--- src/rtl/core/rmt_pkg.sv ---
// Shared types and constants of the running median tracker.
package rmt_pkg;

    localparam int CAPACITY  = 1024;
    localparam int L_DEPTH   = (CAPACITY + 1) / 2;
    localparam int SIZE_W    = $clog2(L_DEPTH + 1);
    localparam int SAMPLE_W  = 32;
    localparam int CNT_W     = 11;
    localparam int MOD_W     = 15;
    localparam int SUM_W     = 14;
    localparam int DIV_W     = SAMPLE_W + 1;
    localparam int DIV_CNT_W = $clog2(DIV_W + 1);

    localparam logic [MOD_W-1:0] MODULUS_RESET = MOD_W'(10000);
    localparam logic [MOD_W-1:0] MODULUS_MAX   = MOD_W'(16384);
    localparam logic [MOD_W-1:0] MODULUS_MIN   = MOD_W'(1);

    typedef enum logic [1:0] {
        OP_HOLD,
        OP_INS,
        OP_POPINS
    } t_cell_op;

    typedef struct packed {
        t_cell_op              op;
        logic [SAMPLE_W-1:0]   value;
    } t_chain_ctl;

    typedef struct packed {
        logic [SAMPLE_W-1:0]   value;
        logic                  ahead;
    } t_cell_link;

    typedef struct packed {
        logic [SAMPLE_W-1:0]   sample_value;
        logic                  restart;
    } t_in_word;

    typedef struct packed {
        logic [SAMPLE_W-1:0]   median;
        logic [CNT_W-1:0]      sample_count;
        logic [SUM_W-1:0]      median_sum_mod;
        logic                  store_full;
    } t_out_word;

    typedef enum logic [1:0] {
        ST_IDLE,
        ST_SETTLE,
        ST_MOD,
        ST_DONE
    } t_state;

endpackage

--- src/rtl/core/rmt_modsum.sv ---
// Bit-serial remainder of the running median sum.
module rmt_modsum import rmt_pkg::*; (
    input  logic             i_clk,
    input  logic             i_rst_n,
    input  logic             i_start,
    input  logic [DIV_W-1:0] i_dividend,
    input  logic [MOD_W-1:0] i_modulus,
    output logic             o_done,
    output logic [SUM_W-1:0] o_rem
);

    logic                 r_busy;
    logic                 r_done;
    logic [DIV_CNT_W-1:0] r_cnt;
    logic [DIV_W-1:0]     r_shift;
    logic [SUM_W-1:0]     r_rem;
    logic [MOD_W-1:0]     r_mod;
    logic [MOD_W-1:0]     w_trial;
    logic [SUM_W-1:0]     w_rem;

    assign w_trial = {r_rem, r_shift[DIV_W-1]};
    assign w_rem   = (w_trial >= r_mod) ? SUM_W'(w_trial - r_mod) : SUM_W'(w_trial);

    always_ff @(posedge i_clk) begin
        if (!i_rst_n) begin
            r_busy <= 1'b0;
            r_done <= 1'b0;
            r_cnt  <= '0;
        end else begin
            r_done <= 1'b0;
            if (i_start) begin
                r_busy <= 1'b1;
                r_cnt  <= '0;
            end else if (r_busy) begin
                r_cnt <= r_cnt + 1'b1;
                if (r_cnt == DIV_CNT_W'(DIV_W - 1)) begin
                    r_busy <= 1'b0;
                    r_done <= 1'b1;
                end
            end
        end
    end

    always_ff @(posedge i_clk) begin
        if (i_start) begin
            r_shift <= i_dividend;
            r_rem   <= '0;
            r_mod   <= i_modulus;
        end else if (r_busy) begin
            r_shift <= {r_shift[DIV_W-2:0], 1'b0};
            r_rem   <= w_rem;
        end
    end

    assign o_done = r_done;
    assign o_rem  = r_rem;

endmodule

--- config.mk ---
export PLATFORM = sky130hd
export DESIGN_NAME = rmt_modsum
export DESIGN_NICKNAME = d
export VERILOG_FILES = /design/src/rtl/core/rmt_pkg.sv /design/src/rtl/core/rmt_modsum.sv
export SDC_FILE = /design/constraint.sdc
export NUM_CORES = 1
export LEC_CHECK = 0
export BUFFER_PORTS_ARGS = -buffer_cell sky130_fd_sc_hd__buf_2
export CAP_MARGIN = 25
export CORE_MARGIN = 4
export CORE_UTILIZATION = 52
export CTS_BUF_LIST = sky130_fd_sc_hd__clkbuf_2
export DETAILED_ROUTE_END_ITERATION = 8
export GPL_ROUTABILITY_DRIVEN = 0
export PLACE_DENSITY_LB_ADDON = 0.12
export SYNTH_ARGS = -nofsm -noshare
export SYNTH_HDL_FRONTEND = slang
export SYNTH_SLANG_ARGS = --single-unit
--- constraint.sdc ---
create_clock -name i_clk -period 2.2 [get_ports i_clk]
set_input_delay 0.44 -clock i_clk [delete_from_list [all_inputs] [get_ports i_clk]]
set_output_delay 0.44 -clock i_clk [all_outputs]
set_load 0.05 [all_outputs]
# --- After elaboration in Yosys (flattened, before gate mapping) ---
# Cells that the tools add are included.
word_totals:
  input_bits: 51
  reg_bits: 70
  word_cells: 22
  out_inout_bits: 15
classes:
  muxes: 7
  reduce_logical: 3
  n_bitwise: 2
  eq_ne: 1
  addsub: 2
  n_lt_le_gt_ge: 1
ops:
  columns: ["operator", "count"]
  rows:
  - ["2-to-1 mux 33 bit", 2]
  - ["greater-or-equal comparator 15 bit", 1]
  - ["2-to-1 mux 14 bit", 1]
  - ["subtractor 14 bit", 1]
  - ["adder 6 x 1 -> 6 bit (second input constant)", 1]
  - ["== test 6 bit (second input constant)", 1]
  - ["2-to-1 mux 1 bit", 4]
  - ["OR reduction 3 bit", 1]
  - ["inverter 1 bit", 2]
  - ["nonzero test 2 bit", 1]
  - ["OR reduction 2 bit", 1]

# --- Depth between registers and ports, before layout ---
depth:
  depth_word: 4
  ltp_mapped: 10
  depth_no_buf: 10

# --- Least setup slack after synthesis ---
# No wires, ideal clock.
synth_path:
  path_kind: "reg-to-reg"
  from: "reg r_rem[5] (netlist: o_rem[5])"
  to: "reg r_rem[6] (netlist: o_rem[6])"
  t_required_ns: 2.062
  arrival_ns: 2.584
  stages_incl_launch_ff: 9
  slack_ns: -0.523
  setup_time_ns: 0.138
  n_path_buf: 1
  synth_period_minus_slack_ns: 2.723
  path_cell_list: "dfxtp_1 ha_1 a211o_1 a211o_1 o211a_1 or4_1 buf_2 nor3_1 nor4_1"
synth_between:
  elab_chain_len: 2
  word_cells_on_any_way: 3
  cone_classes: "1 x add/sub; 1 x order compare; 1 x mux"
synth_rtl:
  columns: ["item", "line_no", "source"]
  rows:
  - ["start: declaration", "rmt_modsum.sv:16", "logic [SUM_W-1:0] r_rem;"]
  - ["start signal: assignment", "rmt_modsum.sv:51", "r_rem <= w_rem;"]
  - ["subtractor 14 bit or greater-or-equal comparator 15 bit (tied branches)", "rmt_modsum.sv:22", "assign w_rem = (w_trial >= r_mod) ? SUM_W'(w_trial - r_mod) : SUM_W'(w_trial);"]
  - ["2-to-1 mux 14 bit (*)", "rmt_modsum.sv:22", null]
# Every way passes the cells marked *; elsewhere a longest branch is shown, timed or not.
# A chain may end at the register's enable or synchronous reset.

# --- Final worst setup path ---
layout_path:
  from: "reg r_mod[6]"
  to: "reg r_rem[12] (netlist: o_rem[12])"
layout_between:
  elab_chain_len: 2
  word_cells_on_any_way: 3
  cone_classes: "1 x add/sub; 1 x order compare; 1 x mux"
layout_rtl:
  columns: ["item", "line_no", "source"]
  rows:
  - ["start: declaration", "rmt_modsum.sv:17", "logic [MOD_W-1:0] r_mod;"]
  - ["start signal: assignment", "rmt_modsum.sv:48", "r_mod <= i_modulus;"]
  - ["subtractor 14 bit or greater-or-equal comparator 15 bit (tied branches)", "rmt_modsum.sv:22", null]
  - ["2-to-1 mux 14 bit (*)", "rmt_modsum.sv:22", null]
# Marks and branches as above.

==> summary.md <==
Status
• finished with violations — result of the run
• negative setup slack — failing checks

CTS
• 9 — number of buffers created by CTS
• 70 — clock sink count
• sky130_fd_sc_hd__clkbuf_2 — cell at the root of the clock tree
• built — TritonCTS clock tree
• 0.22 ns — post-CTS clock slew at the launch and capture registers of the worst setup and hold paths
• 2 — CTS max path bufs
• 0.51 ns — clock insertion delay at the later pin of the skew report
• 3 — Clock H-tree levels

Layout
• 0 — antenna diode count
• 494 — count of filler cells inserted in the layout
• 36.5% — signed area change from the synthesized netlist to the final layout
• 0.731 — utilization after layout
• 513 — number of nets in the layout
• 0.503 — fraction of final layout cells with drive strength greater than 1

Power and ir drop
• 674 nW/um^2 — power per cell area
• 2360 uW — Internal Dissipation
• 0.271 — combinational share of power
• 993 uW — switching component of the power
• 0.256 — clock network fraction of total power
• 0.296 — Sw Share
• 0.490 mV — Peak VDD IR
• 0.473 — sequential share of power
• 0.00208 uW — Static Leakage

GRT
• 0 — antenna violations before repair
• 13800 microns — wire length of the first global-routing pass
• 2981 — number of global-route vias before repair
• 34 — maximum number of pins on one net before global-route repair
• 0.208 — GR Util All Layers
• 0 — Remaining Overflow, GRT

Drt
• 4 — Initial DRT Pass Iterations
• 15.4 microns — post-detailed-route wirelength per cell
• met4 — Highest Signal Layer
• 0 — Residual DRC
• 5.33 — average vias per placed instance
• 0 — number of nets with antenna violations after routing
• 3930 microns — routed length on met2
• 3760 microns — met1 routed wirelength after detailed routing
• 8400 microns — wire length after detailed routing
• 534 microns — detailed-routed wire length on met3
• 178 — number of DRC markers in iteration 0
• 2903 — vias after detailed routing

Die
• 66 — ports placed on the boundary
• 6790 sq um — core area
• 91.7 microns — Vert. Die Dim
• 91.7 microns — overall die width
• 30 — number of standard-cell rows in the floorplan
• 8400 sq um — Total Die Area
• 0.536 — starting density of the core

Yosys
• 0 — share of async-settable or async-resettable flops after synthesis
• 0.396 — post-synth top area share
• sky130_fd_sc_hd__edfxtp_1 (40%), sky130_fd_sc_hd__dfxtp_1 (12%), sky130_fd_sc_hd__mux2_2 (9.9%) — Area contributors post-synth
• 3640 sq um — netlist area before placement
• sky130_fd_sc_hd__edfxtp_1 — cell type contributing the most total cell area after synthesis
• 0 — count of synthesis-stage warnings from yosys
• 0.517 — sequential fraction of the synthesis area
• 321 — Gate Count Post-Synth
• 70 — flip-flop and latch count after synthesis
• sky130_fd_sc_hd__edfxtp_1 — top flip-flop cell by instance count after synthesis
• 390 — Post-Syn Nets
• 48 — number of enable flip-flop cells after synthesis
• 50 — count of distinct cell types in the synthesized netlist
• 11.3 sq um — mean cell area of the mapped netlist

Placement
• 65 — input/output buffers
• 5870 microns — sum of net half-perimeters after detailed placement

Timing
• 0.0341 ns — setup clock skew after layout
• 14 — setup-violating endpoint count in the final report
• 0 — Final Max Slew Viols
• 0.691 — worst rel slew slack
• 0.0906 ns — worst-case hold slack
• -0.237 ns — slack of the critical path
• 0.410 GHz — peak clock frequency supported by timing
• 1.11 — period utilization
• yes — RSZ-0062 raised after global routing
• 2.44 ns — final worst path period need
• 0 — Final Hold Viols
• 0.460 ns — Tightest Pin Transition

Critical path
• 2.61 ns — critical path data required time
• inv_2 -> ha_4 -> a211o_1 -> a211o_1 -> o211a_1 -> nor4_4 -> buf_6 -> nand2_1 -> a311oi_2 — critical-path cell list
• sky130_fd_sc_hd__a211o_1 — cell seen most often among critical-path stages
• 0.42 ns — delay of the slowest critical-path stage
• flip-flop — startpoint type of the worst setup path
• sky130_fd_sc_hd__edfxtp_1 — cell at the slowest stage of the critical path
• compound AO/OA/AOI/OAI gates — dominant delay contributor by cell family on the critical path
• 2.85 ns — arrival time of data at the critical path endpoint
• 2 — number of buffers and inverters on the critical path
• flip-flop — kind of end point of the critical path
• reg2reg — Setup CP Type
• 9 — peak fanout along the critical path

Hold path
• in2reg — class of the tightest hold or removal check

Flow run
• 0 — max-cap check violation count

placed cells by master, fill, tap and decap left out, types with 3 or more instances in the layout:
cell type / n
sky130_fd_sc_hd__buf_2: 65
sky130_fd_sc_hd__buf_4: 57
sky130_fd_sc_hd__edfxtp_1: 48
sky130_fd_sc_hd__mux2_2: 32
sky130_fd_sc_hd__nand2_1: 23
sky130_fd_sc_hd__nor2_1: 21
sky130_fd_sc_hd__inv_1: 19
sky130_fd_sc_hd__ha_4: 11
sky130_fd_sc_hd__clkbuf_2: 10
sky130_fd_sc_hd__dfxtp_1: 10
sky130_fd_sc_hd__dfxtp_2: 9
sky130_fd_sc_hd__a21oi_1: 8
sky130_fd_sc_hd__xor2_1: 7
sky130_fd_sc_hd__o21ai_0: 7
sky130_fd_sc_hd__a311oi_2: 6
sky130_fd_sc_hd__nor3_1: 6
sky130_fd_sc_hd__nand4_1: 5
sky130_fd_sc_hd__ha_1: 5
sky130_fd_sc_hd__inv_2: 4
sky130_fd_sc_hd__xnor2_1: 4
sky130_fd_sc_hd__and3_1: 4
sky130_fd_sc_hd__nand2b_1: 4
sky130_fd_sc_hd__or3_1: 4
sky130_fd_sc_hd__o21a_1: 4
sky130_fd_sc_hd__o31ai_1: 4
sky130_fd_sc_hd__a211oi_1: 3
sky130_fd_sc_hd__nor2b_1: 3
sky130_fd_sc_hd__nand3_2: 3
sky130_fd_sc_hd__a32oi_1: 3
sky130_fd_sc_hd__nand3_1: 3
sky130_fd_sc_hd__o211ai_1: 3
sky130_fd_sc_hd__a311oi_1: 3
sky130_fd_sc_hd__dfxtp_4: 3
flip-flops by register name, indices dropped and copies added (netlist names):
name and flops:
r_shift 33, r_mod 15, o_rem 14, r_cnt 6
o_done 1, r_busy 1
worst paths after layout:
kind | start | cells after the start | to | slack [ns]
setup / recovery | r_mod[6] | 9 | o_rem[12] | -0.24
hold / removal | i_modulus[9] | 1 | r_mod[9] | 0.09
setup reg to reg | r_mod[6] | 9 | o_rem[12] | -0.24
hold reg to reg | r_cnt[5] | 2 | r_cnt[5] | 0.52
Yosys cell counts, types with 6 or more instances:
cell                        n
sky130_fd_sc_hd__a21oi_1    9
sky130_fd_sc_hd__edfxtp_1  48
sky130_fd_sc_hd__nor2_1    21
sky130_fd_sc_hd__clkbuf_1   6
sky130_fd_sc_hd__nand3_1    7
sky130_fd_sc_hd__nor3_1     7
sky130_fd_sc_hd__o21ai_0    7
sky130_fd_sc_hd__mux2_2    32
sky130_fd_sc_hd__dfxtp_1   22
sky130_fd_sc_hd__a311oi_1   8
sky130_fd_sc_hd__ha_1      17
sky130_fd_sc_hd__inv_1     23
sky130_fd_sc_hd__nand2_1   25
sky130_fd_sc_hd__xor2_1     7
cell type report:
| class | instances | area (sq um) | share of cell area |
|---|---|---|---|
| Multi-Input combinational cell | 214 | 1930 | 0.388 |
| Sequential cell | 70 | 1900 | 0.383 |
| Timing Repair Buffer | 126 | 796 | 0.160 |
| Tap cell | 96 | 120 | 0.0242 |
| Inverter | 23 | 86.3 | 0.0174 |
| Clock inverter | 6 | 85.1 | 0.0171 |
| Clock buffer | 10 | 50.0 | 0.0101 |
cell families after synthesis:
kind of cell             after synthesis  share of synthesized area
multiplexers                          34                      0.104
XOR/XNOR                              11                     0.0265
buffers and inverters                 37                     0.0395
flip-flops                            70                      0.517
AND/OR/NAND/NOR                       91                      0.126
AO/OA/AOI/OAI                         60                      0.122
adder cells (fa/ha/maj)               18                     0.0639
what timing repair did:
action                     4_1_cts  5_1_grt
setup buffers                    4        0
pin swaps                       14       11
setup endpoints to repair       14       14
gates resized for setup         23       18
hold buffers                     0        2
hold endpoints to repair         0        2
power groups by stage:
stage	Clock [uW]	Sequential [uW]	Combinational, uW
final	857	1590	908
after global routing	944	1600	990
after CTS	876	1590	859
after detailed placement	0	1610	796
after global placement	0	1610	788
after floorplan	0	1670	436
per-layer routing:
layer  vias to the layer above  GRT usage
met1                      1353      0.266
met4                         0     0.0704
met2                        85      0.337
met3                        17     0.0632
li1                       1448          -
met5                         -          0
metrics by stage:
step	instance area [sq um]	total power (uW)	cells	setup TNS [ns]	setup slack (ns)
floorplan	3770	2110	321	-1.27	-0.187
global placement	4560	2400	524	-2.14	-0.263
detailed placement	4560	2410	524	-2.75	-0.296
CTS	4870	3320	544	-1.64	-0.196
global route	4970	3530	545	-3.20	-0.302
finish	4970	3350	545	-1.97	-0.237
Power figures use the tool's default switching activity.
